`config.mk`:
```
export PLATFORM = sky130hd
export DESIGN_NAME = trimmed_mean_voltage_monitor_unit
export DESIGN_NICKNAME = d
export VERILOG_FILES = /design/src/sv/tmvm_pkg.sv /design/src/sv/tmvm_ring.sv /design/src/sv/tmvm_divider.sv /design/src/sv/trimmed_mean_voltage_monitor_unit.sv
export SDC_FILE = /design/constraint.sdc
export NUM_CORES = 1
export LEC_CHECK = 0
export ABC_AREA = 1
export BUFFER_PORTS_ARGS = -buffer_cell sky130_fd_sc_hd__buf_2
export CAP_MARGIN = 10
export CORE_AREA = 4 4 309 311
export DETAILED_ROUTE_END_ITERATION = 10
export DIE_AREA = 0 0 313 315
export GPL_TIMING_DRIVEN = 0
export PLACE_DENSITY = 0.58
export SLEW_MARGIN = 20
export SYNTH_ARGS = -nofsm -noshare
export SYNTH_HDL_FRONTEND = slang
export SYNTH_SLANG_ARGS = --single-unit
```
`constraint.sdc`:
```
create_clock -name clk_i -period 5.7 [get_ports clk_i]
set_clock_uncertainty 0.15 [all_clocks]
set_input_delay 0.57 -clock clk_i [delete_from_list [all_inputs] [get_ports clk_i]]
set_output_delay 0.57 -clock clk_i [all_outputs]
set_load 0.03 [all_outputs]
```
`src/sv/tmvm_pkg.sv`:
```
// Shared constants for the trimmed mean voltage monitor.
package tmvm_pkg;

  // Sample and register widths.
  localparam int unsigned SAMPLE_W    = 12;
  localparam int unsigned SEND_W      = 8;
  localparam int unsigned SCALE_W     = 16;
  localparam int unsigned MV_W        = 16;
  localparam int unsigned USED_W      = 5;
  localparam int unsigned CFG_IDX_W   = 2;
  localparam int unsigned CFG_DATA_W  = 16;

  // Full-scale code is 4096, so the final scale is a right shift.
  localparam int unsigned SCALE_SHIFT = 12;

  // Register indexes on the configuration port.
  localparam logic [CFG_IDX_W-1:0] CFG_SEND_EVERY = 2'd0;
  localparam logic [CFG_IDX_W-1:0] CFG_VCC_SCALE  = 2'd1;

  // Reset values of the registers.
  localparam logic [SEND_W-1:0]  SEND_EVERY_RST = 8'd4;
  localparam logic [SCALE_W-1:0] VCC_SCALE_RST  = 16'd6600;

endpackage

```
`src/sv/tmvm_ring.sv`:
```
// Sample ring memory with per-entry valid bits and a registered read port.
module tmvm_ring import tmvm_pkg::*; #(
  parameter int unsigned DEPTH = 16,
  parameter int unsigned PTR_W = 4
) (
  input  logic                clk_i,
  input  logic                rst_ni,
  input  logic                we_i,
  input  logic [PTR_W-1:0]    waddr_i,
  input  logic [SAMPLE_W-1:0] wdata_i,
  input  logic                re_i,
  input  logic [PTR_W-1:0]    raddr_i,
  output logic [SAMPLE_W-1:0] rdata_o
);

  logic [SAMPLE_W-1:0] mem [DEPTH];
  logic [DEPTH-1:0]    valid_q;
  logic [SAMPLE_W-1:0] rdata_q;
  logic                rvalid_q;

  // Entries never written since reset read as empty.
  always_ff @(posedge clk_i or negedge rst_ni) begin
    if (!rst_ni) begin
      valid_q  <= '0;
      rvalid_q <= 1'b0;
    end else begin
      if (we_i) begin
        valid_q[waddr_i] <= 1'b1;
      end
      if (re_i) begin
        rvalid_q <= valid_q[raddr_i];
      end
    end
  end

  always_ff @(posedge clk_i) begin
    if (we_i) begin
      mem[waddr_i] <= wdata_i;
    end
    if (re_i) begin
      rdata_q <= mem[raddr_i];
    end
  end

  assign rdata_o = rvalid_q ? rdata_q : '0;

`ifndef SYNTHESIS
  a_waddr_range: assert property (@(posedge clk_i) disable iff (!rst_ni)
    we_i |-> (32'(waddr_i) < DEPTH))
    else $error("ring write address beyond depth");
  a_valid_set: assert property (@(posedge clk_i) disable iff (!rst_ni)
    we_i |=> valid_q[$past(waddr_i)])
    else $error("written entry not marked valid");
`endif

endmodule

```
`src/sv/tmvm_divider.sv`:
```
// Restoring divider, one quotient bit per cycle.
module tmvm_divider #(
  parameter int unsigned DIVIDEND_W = 33,
  parameter int unsigned DIVISOR_W  = 5
) (
  input  logic                  clk_i,
  input  logic                  rst_ni,
  input  logic                  start_i,
  input  logic [DIVIDEND_W-1:0] dividend_i,
  input  logic [DIVISOR_W-1:0]  divisor_i,
  output logic                  busy_o,
  output logic                  done_o,
  output logic [DIVIDEND_W-1:0] quotient_o
);

  localparam int unsigned STEP_W = $clog2(DIVIDEND_W + 1);

  logic                  busy_q, done_q;
  logic [STEP_W-1:0]     step_q;
  logic [DIVIDEND_W-1:0] quo_q;
  logic [DIVISOR_W-1:0]  rem_q, div_q;
  logic [DIVISOR_W:0]    shifted, diff;

  assign shifted = {rem_q, quo_q[DIVIDEND_W-1]};
  assign diff    = shifted - {1'b0, div_q};

  always_ff @(posedge clk_i or negedge rst_ni) begin
    if (!rst_ni) begin
      busy_q <= 1'b0;
      done_q <= 1'b0;
      step_q <= '0;
    end else begin
      done_q <= !start_i && busy_q && (step_q == STEP_W'(DIVIDEND_W - 1));
      if (start_i) begin
        busy_q <= 1'b1;
        step_q <= '0;
      end else if (busy_q) begin
        step_q <= step_q + 1'b1;
        if (step_q == STEP_W'(DIVIDEND_W - 1)) begin
          busy_q <= 1'b0;
        end
      end
    end
  end

  always_ff @(posedge clk_i) begin
    if (start_i) begin
      quo_q <= dividend_i;
      rem_q <= '0;
      div_q <= divisor_i;
    end else if (busy_q) begin
      // Subtract where the partial remainder allows it, else restore.
      if (shifted >= {1'b0, div_q}) begin
        rem_q <= diff[DIVISOR_W-1:0];
        quo_q <= {quo_q[DIVIDEND_W-2:0], 1'b1};
      end else begin
        rem_q <= shifted[DIVISOR_W-1:0];
        quo_q <= {quo_q[DIVIDEND_W-2:0], 1'b0};
      end
    end
  end

  assign busy_o     = busy_q;
  assign done_o     = done_q;
  assign quotient_o = quo_q;

`ifndef SYNTHESIS
  a_no_restart: assert property (@(posedge clk_i) disable iff (!rst_ni)
    start_i |-> !busy_q)
    else $error("divider started while busy");
`endif

endmodule

```
`src/sv/trimmed_mean_voltage_monitor_unit.sv`:
```
// Top level of the trimmed mean voltage monitor: sequencer, accumulator and registers.
//
// Usage
//   Input channel (in_valid_i / in_ready_o / adc_code_i): one beat carries one
//   12-bit converter sample. The sample overwrites the oldest ring entry; a zero
//   sample marks its slot empty.
//   Output channel (out_valid_o / out_ready_i): one beat carries average_mv_o and
//   samples_used_o, given once every send_every samples when the ring is not empty.
//   Configuration channel (cfg_valid_i / cfg_ready_o): index 0 writes send_every,
//   index 1 writes vcc_scale_mv; other indexes are dropped. Always ready.
// Sequence
//   A sample that triggers no scan is written and the input stays ready. A scanning
//   sample holds the input while the sequencer makes one memory read per ring entry
//   through the single read port, trims, scales, then runs the restoring divider,
//   one bit per cycle over the PROD_W = 28 + clog2(WINDOW + 1) bit dividend.
// Reset
//   Valid bits clear at once, so the ring reads empty; pointer and counter go to
//   zero and the registers take their defaults. No clearing pass is needed.
// Stall
//   A finished result waits in the output register; new samples are still taken.
//   If a further result is ready before the first is taken, the sequencer holds.
module trimmed_mean_voltage_monitor_unit import tmvm_pkg::*; #(
  parameter int unsigned WINDOW = 16
) (
  input  logic                  clk_i,
  input  logic                  rst_ni,
  input  logic                  in_valid_i,
  output logic                  in_ready_o,
  input  logic [SAMPLE_W-1:0]   adc_code_i,
  output logic                  out_valid_o,
  input  logic                  out_ready_i,
  output logic [MV_W-1:0]       average_mv_o,
  output logic [USED_W-1:0]     samples_used_o,
  input  logic                  cfg_valid_i,
  output logic                  cfg_ready_o,
  input  logic [CFG_IDX_W-1:0]  cfg_index_i,
  input  logic [CFG_DATA_W-1:0] cfg_data_i
);

  localparam int unsigned PTR_W  = $clog2(WINDOW);
  localparam int unsigned CNT_W  = $clog2(WINDOW + 1);
  localparam int unsigned SUM_W  = SAMPLE_W + CNT_W;
  localparam int unsigned PROD_W = SUM_W + SCALE_W;
  localparam int unsigned EXT_W  = CNT_W + USED_W;

  typedef enum logic [2:0] {
    ST_IDLE, ST_SCAN, ST_DRAIN, ST_CALC, ST_MUL, ST_DSTART, ST_DWAIT, ST_FINISH
  } state_e;

  state_e              state_q;
  logic [SEND_W-1:0]   send_every_q, send_cnt_q, send_cnt_inc;
  logic [SCALE_W-1:0]  vcc_scale_q;
  logic [PTR_W-1:0]    wptr_q, scan_addr_q;
  logic                acc_en_q;
  logic [SUM_W-1:0]    sum_q, kept_sum_q;
  logic [CNT_W-1:0]    cnt_q, kept_cnt_q;
  logic [SAMPLE_W-1:0] lo_q, hi_q, rd_data;
  logic [USED_W-1:0]   used_q;
  logic [PROD_W-1:0]   prod_q, quotient;
  logic                out_valid_q;
  logic [MV_W-1:0]     average_mv_q;
  logic [USED_W-1:0]   samples_used_q;
  logic                in_fire, scan_hit, div_start, div_busy, div_done, out_load;
  logic [EXT_W-1:0]    cnt_ext;

  assign in_ready_o   = (state_q == ST_IDLE);
  assign in_fire      = in_valid_i && in_ready_o;
  assign send_cnt_inc = send_cnt_q + 1'b1;
  assign scan_hit     = (send_cnt_inc == send_every_q);
  assign div_start    = (state_q == ST_DSTART);
  assign out_load     = (state_q == ST_FINISH) && (!out_valid_q || out_ready_i);
  assign cnt_ext      = EXT_W'(cnt_q);
  assign cfg_ready_o  = 1'b1;

  tmvm_ring #(
    .DEPTH (WINDOW),
    .PTR_W (PTR_W)
  ) u_ring (
    .clk_i   (clk_i),
    .rst_ni  (rst_ni),
    .we_i    (in_fire),
    .waddr_i (wptr_q),
    .wdata_i (adc_code_i),
    .re_i    (state_q == ST_SCAN),
    .raddr_i (scan_addr_q),
    .rdata_o (rd_data)
  );

  tmvm_divider #(
    .DIVIDEND_W (PROD_W),
    .DIVISOR_W  (CNT_W)
  ) u_div (
    .clk_i      (clk_i),
    .rst_ni     (rst_ni),
    .start_i    (div_start),
    .dividend_i (prod_q),
    .divisor_i  (kept_cnt_q),
    .busy_o     (div_busy),
    .done_o     (div_done),
    .quotient_o (quotient)
  );

  // Configuration registers.
  always_ff @(posedge clk_i or negedge rst_ni) begin
    if (!rst_ni) begin
      send_every_q <= SEND_EVERY_RST;
      vcc_scale_q  <= VCC_SCALE_RST;
    end else if (cfg_valid_i) begin
      case (cfg_index_i)
        CFG_SEND_EVERY: send_every_q <= cfg_data_i[SEND_W-1:0];
        CFG_VCC_SCALE:  vcc_scale_q  <= cfg_data_i[SCALE_W-1:0];
        default: ;
      endcase
    end
  end

  // Sequencer: write the sample, scan the ring, trim, scale, divide, hand over.
  always_ff @(posedge clk_i or negedge rst_ni) begin
    if (!rst_ni) begin
      state_q     <= ST_IDLE;
      wptr_q      <= '0;
      send_cnt_q  <= '0;
      scan_addr_q <= '0;
      acc_en_q    <= 1'b0;
      out_valid_q <= 1'b0;
    end else begin
      acc_en_q <= (state_q == ST_SCAN);
      // Raise valid on a new result, drop it once the beat is taken.
      if (out_load) begin
        out_valid_q <= 1'b1;
      end else if (out_ready_i) begin
        out_valid_q <= 1'b0;
      end
      case (state_q)
        ST_IDLE: begin
          if (in_fire) begin
            wptr_q <= (wptr_q == PTR_W'(WINDOW - 1)) ? '0 : wptr_q + 1'b1;
            if (scan_hit) begin
              send_cnt_q  <= '0;
              scan_addr_q <= '0;
              state_q     <= ST_SCAN;
            end else begin
              send_cnt_q <= send_cnt_inc;
            end
          end
        end
        ST_SCAN: begin
          scan_addr_q <= scan_addr_q + 1'b1;
          if (scan_addr_q == PTR_W'(WINDOW - 1)) begin
            state_q <= ST_DRAIN;
          end
        end
        ST_DRAIN: state_q <= ST_CALC;
        ST_CALC: begin
          // Empty ring: drop the result.
          state_q <= (cnt_q == '0) ? ST_IDLE : ST_MUL;
        end
        ST_MUL:    state_q <= ST_DSTART;
        ST_DSTART: state_q <= ST_DWAIT;
        ST_DWAIT: begin
          if (div_done) begin
            state_q <= ST_FINISH;
          end
        end
        ST_FINISH: begin
          if (out_load) begin
            state_q <= ST_IDLE;
          end
        end
        default: state_q <= ST_IDLE;
      endcase
    end
  end

  // Datapath: accumulate the scan, trim, multiply and capture the result.
  always_ff @(posedge clk_i) begin
    if (in_fire && scan_hit) begin
      sum_q <= '0;
      cnt_q <= '0;
      lo_q  <= '0;
      hi_q  <= '0;
    end else if (acc_en_q && (rd_data != '0)) begin
      sum_q <= sum_q + SUM_W'(rd_data);
      cnt_q <= cnt_q + 1'b1;
      if ((cnt_q == '0) || (rd_data < lo_q)) begin
        lo_q <= rd_data;
      end
      if ((cnt_q == '0) || (rd_data > hi_q)) begin
        hi_q <= rd_data;
      end
    end
    if (state_q == ST_CALC) begin
      if (cnt_q > CNT_W'(2)) begin
        kept_sum_q <= sum_q - SUM_W'(lo_q) - SUM_W'(hi_q);
        kept_cnt_q <= cnt_q - CNT_W'(2);
      end else begin
        kept_sum_q <= sum_q;
        kept_cnt_q <= cnt_q;
      end
      used_q <= (cnt_ext > EXT_W'(31)) ? USED_W'(31) : cnt_ext[USED_W-1:0];
    end
    if (state_q == ST_MUL) begin
      prod_q <= PROD_W'(kept_sum_q) * PROD_W'(vcc_scale_q);
    end
    if (out_load) begin
      average_mv_q   <= quotient[SCALE_SHIFT +: MV_W];
      samples_used_q <= used_q;
    end
  end

  assign out_valid_o    = out_valid_q;
  assign average_mv_o   = average_mv_q;
  assign samples_used_o = samples_used_q;

`ifndef SYNTHESIS
  a_used_nonzero: assert property (@(posedge clk_i) disable iff (!rst_ni)
    out_valid_o |-> (samples_used_o != '0))
    else $error("result with no samples");
  a_count_bound: assert property (@(posedge clk_i) disable iff (!rst_ni)
    (state_q == ST_CALC) |-> (32'(cnt_q) <= WINDOW))
    else $error("scan counted more entries than the ring holds");
  a_div_wait: assert property (@(posedge clk_i) disable iff (!rst_ni)
    (state_q == ST_DSTART) |=> div_busy)
    else $error("divider not busy after start");
`endif

endmodule

```
==> impl_metrics.tcl, run 1 <==
set metrics [dict create \
    path_depth 24 \
    clk_latency_ns 0.62 \
    crit_path_start_kind "register" \
    ys_types 55 \
    gp_congestion 0.9102 \
    seqCellArea_um2 12500 \
    ys_ff_latch 444 \
    drt-total-wl_um 80840 \
    cpMaxStageDelayCell "fa_2" \
    hold_class "in2reg" \
    clock_path_buffers 3 \
    drt-initial-drc-count 1723 \
    crit_start "kept_sum_q[5]" \
    crit_path_cell_trace "buf_8 > buf_4 > nand2_1 > inv_1 > fa_2 > fa_2 > fa_2 > fa_2 > fa_1 > inv_1 > fa_2 > inv_2 > ha_4 > nand2_4 > inv_4 > nand2_4 > nor3_4 > nand4_1 > nand3_2 > nand2_2 > inv_2 > nor2_1 > nand2_1 > nand2_1" \
    clk_pin_slew_worst_paths_ns 0.06 \
    ff2ff_path_depth 24 \
    drv_cap 0 \
    slowest_delay_ns 0.57 \
    synth-async-reset-ratio_pct 15.77 \
    cts_tree "yes" \
    drive_gt1_share_pct 16.09 \
    slew_viol_final 0 \
    violations "negative setup slack" \
    grt_max_degree 43 \
    multiInputGateArea_um2 15010 \
    fmax_ghz 0.1744 \
    yosysWarnings 0 \
    met2_usage_pct 27.19 \
    port_buffers 57 \
    ys.flop_type "edfxtp_1" \
    fp.coreArea_um2 92770 \
    dpl.cell_count 4506 \
    use_met1_pct 21.29 \
    vias_per_cell 4.704 \
    worstSetupPathType "reg2reg" \
    grt_use_total_pct 16.38 \
    min_path_cells 2 \
    die_h_um 315 \
    drt_first_pass_iters 7 \
    hold_violations 0 \
    cts_sinks 444 \
    num_vias 21880 \
    finalNetCount 3784 \
    required_ns 5.92 \
    grt_util_met3_pct 3.195 \
    overflow 0 \
    period_minus_slack_ns 5.733 \
    grt_pass1_wl_um 126300 \
    setup_tns_ns -0.04182 \
    die_w_um 313 \
    io_pins 59 \
    start_util_pct 31.83 \
    grt_pass1_vias 22060 \
    tightestPinTransition_ns 0.9223 \
    critPathTopFamily "adder cells" \
    busiest_layer "met2" \
    design_area_um2 34710 \
    endpoint "prod_q[30]" \
    dieArea_um2 98600 \
    dp_hpwl_um 58460 \
    antenna_found_initial 7 \
    ys_seq_area_share_pct 42.26 \
    status "complete, but fails checks" \
    crit_fanout 6 \
    worst-path-buf-inv 7 \
    synthesis.nets 3613 \
    avgSynthCellArea_um2 9.281 \
    hold_ws_ns 0.04116 \
    placed_area_um2 31660 \
    r2r-end "prod_q[30]" \
    crit_arrival_ns 5.95 \
    syn_to_final_growth_pct 17.54 \
    numCtsBuffers 48 \
    min_period_over_period_pct 100.6 \
    rsz0062_at_grt "yes" \
    synthTopCellsByArea "edfxtp_1, fa_1, nand2_1, ha_1, inv_1" \
    reg2reg_from "kept_sum_q[5]" \
    fillers 9318 \
    netlist_area_um2 29530 \
    worstSetupEndpointType "register" \
    synth_top_cell_by_area "edfxtp_1" \
    worst_slack_ns -0.03319 \
    finalSetupViolations 2 \
    core.rowCount 112 \
    fin_cells 4651 \
    max_slew_margin_pct 38.45 \
    ant_nets 0 \
    r2r_slack_ns -0.03 \
    ctsHtreeMaxLevel 2 \
    synth_cells 3182 \
    drt-wirelength-per-cell_um 17.38 \
    cts_root_buffer "clkbuf_16" \
    synth_edf_count 323 \
    yosysTopAreaCellShare_pct 32.84 \
    drc_errors 0 \
    worst_path_most_repeated_cell "fa_2" \
]
how the worst min path moves through the flow:
stage,end,start
final,vcc_scale_q[15],cfg_data_i[15]
after detailed placement,u_div.div_q[0],kept_cnt_q[0]
after floorplan,acc_en_q,rst_ni
after global placement,u_div.div_q[1],kept_cnt_q[1]
after CTS,vcc_scale_q[15],cfg_data_i[15]
after global routing,vcc_scale_q[13],cfg_data_i[13]
cell families after synthesis:
kind of cell | share of synthesized area (%)
AO/OA/AOI/OAI | 7.576
XOR/XNOR | 1.602
adder cells (fa/ha/maj) | 22.42
buffers and inverters | 9.160
flip-flops | 42.26
multiplexers | 0.3051
other | 0.01270
AND/OR/NAND/NOR | 16.66
stage by stage:
| stage | setup WS (ns) | utilization [%] |
|---|---|---|
| after global routing | -0.1854 | 37.41 |
| final | -0.03319 | 37.42 |
| after global placement | -1.261 | 33.84 |
| after detailed placement | -1.248 | 34.13 |
| after floorplan | 0.02414 | - |
| after CTS | -0.09130 | 36.83 |
sequential cells by signal, indices dropped and copies added (netlist names), 6 cells and up:
register,count
u_ring.mem,192
prod_q,33
u_div.quotient_o,33
kept_sum_q,17
sum_q,17
average_mv_o,16
u_ring.valid_q,16
vcc_scale_q,16
hi_q,12
lo_q,12
u_ring.rdata_q,12
send_cnt_q,8
send_every_q,8
u_div.step_q,6
repair_timing:
action                                 4_1_cts  5_1_grt
endpoints found under the hold margin       22        0
setup endpoints to repair                   25       21
hold buffers                                 1        0
pin swaps                                   31       74
resized for setup                          158      142
setup buffers                               63       19
per-layer routing:
metal	up-vias	part of all wire (%)
met4	6	4.0
met2	682	46
met3	153	7.4
li1	10500	-
met1	10540	42
met5	-	0.045
cells in the final DEF (no fill, tap or decap), types with 54 or more instances in the layout:
cell type  count
a21oi_1      103
buf_2         73
buf_4         75
clkbuf_1      56
clkbuf_16     54
dfrtp_1       54
edfxtp_1     323
fa_1         205
ha_1         160
inv_1        525
nand2_1      778
nand3_1      108
nor2_1       122
o21ai_0      157
cell usage after synthesis, types with 4 or more instances:
master / instances
inv_1: 549
nand2_1: 818
xnor2_1: 19
a21boi_0: 4
nand4_1: 32
o211ai_2: 4
xor2_1: 35
nand3_1: 116
dfrtp_1: 63
dfstp_2: 7
clkbuf_1: 111
nand3b_1: 5
a221oi_1: 15
mux2_2: 8
nand2_2: 8
nor2_1: 154
inv_2: 9
o21ai_0: 171
or2_2: 21
o22ai_1: 20
nor2_4: 4
ha_1: 174
buf_2: 16
o221ai_1: 10
dfxtp_1: 51
o21bai_1: 5
edfxtp_1: 323
fa_1: 222
nor3_1: 18
a21oi_2: 20
o211ai_1: 4
a21oi_1: 120
area by class of cell:
cell class	count	area share (%)
well taps	1254	4.520
clock buffers	66	3.980
plain buffers	105	2.116
clock inverters	24	0.6272
flip-flops and latches	444	36.01
inverters	562	6.106
repair buffers	153	3.360
diodes	4	0.02884
multi-input cells	2039	43.25
Power of run 1 is left out: the tool's default activity adds up to more than one toggle a clock period on the data nets, which glitch-free logic cannot reach.
==> run 2: changes to the inputs <==
- BUFFER_PORTS_ARGS: -buffer_cell sky130_fd_sc_hd__buf_2 -> -buffer_cell sky130_fd_sc_hd__buf_4
- CTS_CLUSTER_DIAMETER: not set -> 80
==> run 2 against run 1 <==
Against the previous run: the run still ends with negative setup slack left; sequential share of layout area shrank 0.44 points; first-iteration DRC count fell by 3.0%; routed wire length grew 0.62%; critical path depth is the same; worst hold slack worse by 0.0059 ns; register-to-register slack got worse by 0.07 ns; global-route usage rose by 0.14 points; via count is 0.84% higher; critical path type unchanged.
==> impl_metrics.tcl, run 2 (same netlist as run 1, synthesis figures left out) <==
set metrics [dict create \
    r2r_slack_ns -0.1 \
    ctsHtreeMaxLevel 2 \
    crit_start "vcc_scale_q[12]" \
    drt-wirelength-per-cell_um 17.46 \
    slew_viol_final 0 \
    drv_cap 0 \
    die_h_um 315 \
    hold_class "in2reg" \
    grt_pass1_wl_um 126900 \
    tightestPinTransition_ns 1.009 \
    required_ns 5.91 \
    fillers 9265 \
    min_period_over_period_pct 101.8 \
    design_area_um2 35130 \
    dp_hpwl_um 58450 \
    grt_util_met3_pct 3.352 \
    start_util_pct 31.83 \
    worstSetupEndpointType "register" \
    ff2ff_path_depth 24 \
    hold_violations 0 \
    vias_per_cell 4.735 \
    final_cell_mix "nand2_1, inv_1, edfxtp_1" \
    worst_slack_ns -0.09994 \
    crit_fanout 4 \
    cts_tree "yes" \
    critPathTopFamily "adder cells" \
    rsz0062_at_grt "yes" \
    cpMaxStageDelayCell "dfstp_2" \
    hold_start "cfg_data_i[8]" \
    ant_nets 0 \
    placed_area_um2 31780 \
    drt-total-wl_um 81340 \
    fin_util_pct 37.87 \
    fmax_ghz 0.1724 \
    die_w_um 313 \
    port_buffers 57 \
    fp.coreArea_um2 92770 \
    worst-path-buf-inv 7 \
    numCtsBuffers 50 \
    period_minus_slack_ns 5.800 \
    status "complete, but fails checks" \
    clock_path_buffers 3 \
    cts_sinks 444 \
    core.rowCount 112 \
    drive_gt1_share_pct 15.83 \
    clk_pin_slew_worst_paths_ns 0.06 \
    drc_errors 0 \
    finalSetupViolations 7 \
    grt_pass1_vias 22270 \
    use_met1_pct 21.10 \
    overflow 0 \
    grt_use_total_pct 16.52 \
    largest_reg_flops 192 \
    grt_max_degree 71 \
    finalNetCount 3796 \
    crit_path_cell_trace "clkbuf_16 > buf_12 > nand2_1 > fa_1 > inv_1 > fa_2 > fa_1 > fa_1 > fa_1 > inv_1 > fa_1 > inv_1 > ha_4 > nand2_1 > inv_2 > nand2_2 > nor2_2 > nand4_1 > nand3_2 > nand2_1 > inv_1 > nor2_1 > nand2_1 > nand2_1" \
    io_pins 59 \
    max_slew_margin_pct 32.65 \
    busiest_layer "met2" \
    drt-initial-drc-count 1672 \
    regMostFlops "u_ring.mem" \
    holdPathEnd "vcc_scale_q[8]" \
    reg2reg_from "vcc_scale_q[12]" \
    crit_path_start_kind "register" \
    hold_ws_ns 0.03525 \
    syn_to_final_growth_pct 18.96 \
    slowest_delay_ns 0.60 \
    drt_first_pass_iters 5 \
    num_vias 22060 \
    cts_root_buffer "clkbuf_16" \
    diodes 0 \
    violations "negative setup slack" \
    dieArea_um2 98600 \
    r2r-end "prod_q[29]" \
    antenna_found_initial 4 \
    worstSetupPathType "reg2reg" \
    gp_congestion 0.9049 \
    met2_usage_pct 27.57 \
    crit_arrival_ns 6.01 \
    min_path_cells 2 \
    layout_commonest_cell "nand2_1" \
    clk_latency_ns 0.64 \
]
[run 2: per-layer routing]
metal,up-vias,share of wire [%]
met3,185,7.1
li1,10530,-
met1,10640,42
met2,703,47
met4,6,4.1
met5,-,0.058
[run 2: worst max path at each step]
stage	endpoint	slack (ns)	cells past startpoint
after floorplan	prod_q[29]	0.02	23
after global placement	prod_q[30]	-1.23	24
after detailed placement	prod_q[30]	-1.26	24
after CTS	prod_q[30]	-0.09	23
after global routing	prod_q[29]	-0.25	24
final	prod_q[29]	-0.1	24
[run 2: layout make-up]
cell class	count	area (um2)	share of cell area, %
plain buffers	104	716.9	2.041
clock buffers	62	1316	3.747
clock inverters	31	476.7	1.357
inverters	562	2115	6.019
multi-input cells	2039	15040	42.81
flip-flops and latches	444	12500	35.58
well taps	1254	1569	4.466
repair buffers	164	1400	3.985
[run 2: stage by stage]
stage / worst slack (ns) / std cells / setup TNS, ns
after global placement: -1.228 / 4493 / -19.00
after CTS: -0.08960 / 4640 / -0.1743
after detailed placement: -1.257 / 4505 / -19.55
final: -0.09994 / 4660 / -0.3222
after floorplan: 0.02414 / 3182 / 0
after global routing: -0.2515 / 4660 / -2.067
[run 2: what timing repair did]
| action | 4_1_cts | 5_1_grt |
|---|---|---|
| endpoints found under the hold margin | 11 | 0 |
| buffers inserted | 68 | 21 |
| hold buffers | 4 | 0 |
| pin swaps | 31 | 45 |
| endpoints found under the setup margin | 25 | 20 |
| resized for setup | 167 | 106 |
| cloned | 2 | 0 |
Power of run 2 is left out for the same reason.
==> run 3: changes to the inputs <==
- MAX_ROUTING_LAYER: not set -> met4
==> run 3 against run 2 <==
Against the previous run: the run still ends with negative setup slack left; critical path depth decreased by 1; register-to-register slack got worse by 0.04 ns; worst hold slack improved by 0.024 ns; global-route usage increased by 0.51 points; sequential share of layout area about the same; critical path type unchanged; highest routed layer is now met4.
==> impl_metrics.tcl, run 3 (same netlist as run 1, synthesis figures left out) <==
set metrics [dict create \
    status "complete, but fails checks" \
    violations "negative setup slack" \
    grt_use_total_pct 17.04 \
    worstSetupPathType "reg2reg" \
    layout_commonest_cell "nand2_1" \
    largest_reg_flops 192 \
    crit_path_start_kind "register" \
    tightestPinTransition_ns 0.9783 \
    syn_to_final_growth_pct 18.83 \
    worst_slack_ns -0.1407 \
    finalNetCount 3797 \
    grt_pass1_vias 22250 \
    num_vias 22080 \
    crit_fanout 5 \
    drive_gt1_share_pct 16.11 \
    regMostFlops "u_ring.mem" \
    drv_cap 0 \
    design_area_um2 35090 \
    port_buffers 57 \
    clock_path_buffers 3 \
    core.rowCount 112 \
    die_h_um 315 \
    rsz0062_at_grt "yes" \
    clk_latency_ns 0.64 \
    cts_sinks 444 \
    ant_nets 0 \
    finalSetupViolations 7 \
    crit_arrival_ns 6.03 \
    drt-initial-drc-count 1619 \
    drt_first_pass_iters 5 \
    drt-wirelength-per-cell_um 17.48 \
    grt_pass1_wl_um 127100 \
    dieArea_um2 98600 \
    io_pins 59 \
    hold_class "in2reg" \
    overflow 0 \
    dpl_worst_slack_ns -1.317 \
    gp_congestion 0.9159 \
    cts_root_buffer "clkbuf_16" \
    setup_tns_ns -0.6186 \
    ctsHtreeMaxLevel 2 \
    die_w_um 313 \
    required_ns 5.89 \
    period_minus_slack_ns 5.841 \
    cts_tree "yes" \
    start_util_pct 31.83 \
    vias_per_cell 4.735 \
    fmax_ghz 0.1712 \
    hold_ws_ns 0.05878 \
    dp_hpwl_um 58300 \
    clk_pin_slew_worst_paths_ns 0.06 \
    slew_viol_final 0 \
    grt_max_degree 71 \
    drt-total-wl_um 81490 \
    min_period_over_period_pct 102.5 \
    drc_errors 0 \
    hold_violations 0 \
    worstSetupEndpointType "register" \
    max_slew_margin_pct 34.71 \
    fp.coreArea_um2 92770 \
    numCtsBuffers 50 \
    final_cell_mix "nand2_1, inv_1, edfxtp_1" \
    antenna_found_initial 3 \
    placed_area_um2 31800 \
    fillers 9337 \
]
run 3: cell count changes in the layout (fill, tap and decap cells not counted), sizes merged:
cell	previous run	this run
diode	0	2
bufinv	10	4
clkinv	19	24
clkinvlp	2	5
dlygate4sd3	4	5
clkbuf	138	136
run 3: what timing repair did:
item                                    4_1_cts  5_1_grt
endpoints found under the hold margin        15        0
hold buffers                                  5        0
endpoints found under the setup margin       25       19
gates resized for setup                     195       99
setup buffers                                74       14
cloned                                        2        0
pin swaps                                    45       44
run 3: worst max-delay path, stage by stage, from the launching register on:
cell,delay [ns]
dfstp_4,0.66
clkbuf_16,0.17
nand2_4,0.05
fa_1,0.50
fa_2,0.55
inv_2,0.04
fa_2,0.57
fa_1,0.43
fa_1,0.52
inv_2,0.04
fa_2,0.57
inv_2,0.06
ha_4,0.30
nand2_4,0.06
inv_2,0.06
nand2_4,0.06
nor3_4,0.15
nand4_1,0.17
nand3_4,0.17
nand2_2,0.06
inv_2,0.06
nor2_2,0.03
nand2_1,0.06
nand2_1,0.06
run 3: final cells by class:
class	instances	area, um2	area share [%]
diodes	2	5.005	0.01426
plain buffers	105	777.0	2.214
clock buffers	60	1299	3.701
clock inverters	33	352.8	1.005
inverters	562	2117	6.033
multi-input cells	2039	15020	42.81
flip-flops and latches	444	12500	35.62
well taps	1254	1569	4.471
repair buffers	164	1449	4.129
run 3: final timing paths:
check | from | slack [ns] | cells after the start | end
max | vcc_scale_q[8] | -0.14 | 23 | prod_q[30]
min | cfg_data_i[2] | 0.06 | 3 | send_every_q[2]
max reg2reg | vcc_scale_q[8] | -0.14 | 23 | prod_q[30]
min reg2reg | used_q[2] | 0.26 | 0 | samples_used_o[2]
max in group asynchronous | rst_ni | 4.40 | 2 | vcc_scale_q[1]
min in group asynchronous | rst_ni | 0.39 | 2 | u_div.step_q[5]
run 3: metal layers:
layer | routed length (um) | track usage, % | vias to the layer above
met5 | 0 | - | -
met4 | 3370 | 6.545 | 0
met3 | 5435 | 3.247 | 161
met2 | 38170 | 27.68 | 666
met1 | 34520 | 21.17 | 10710
li1 | - | - | 10540
run 3: through the flow:
step	instances	utilization, %
after detailed placement	4506	34.27
after CTS	4648	37.39
after global routing	4663	37.83
after floorplan	3182	-
after global placement	4493	34.00
final	4663	37.83
Power of run 3 is left out for the same reason.
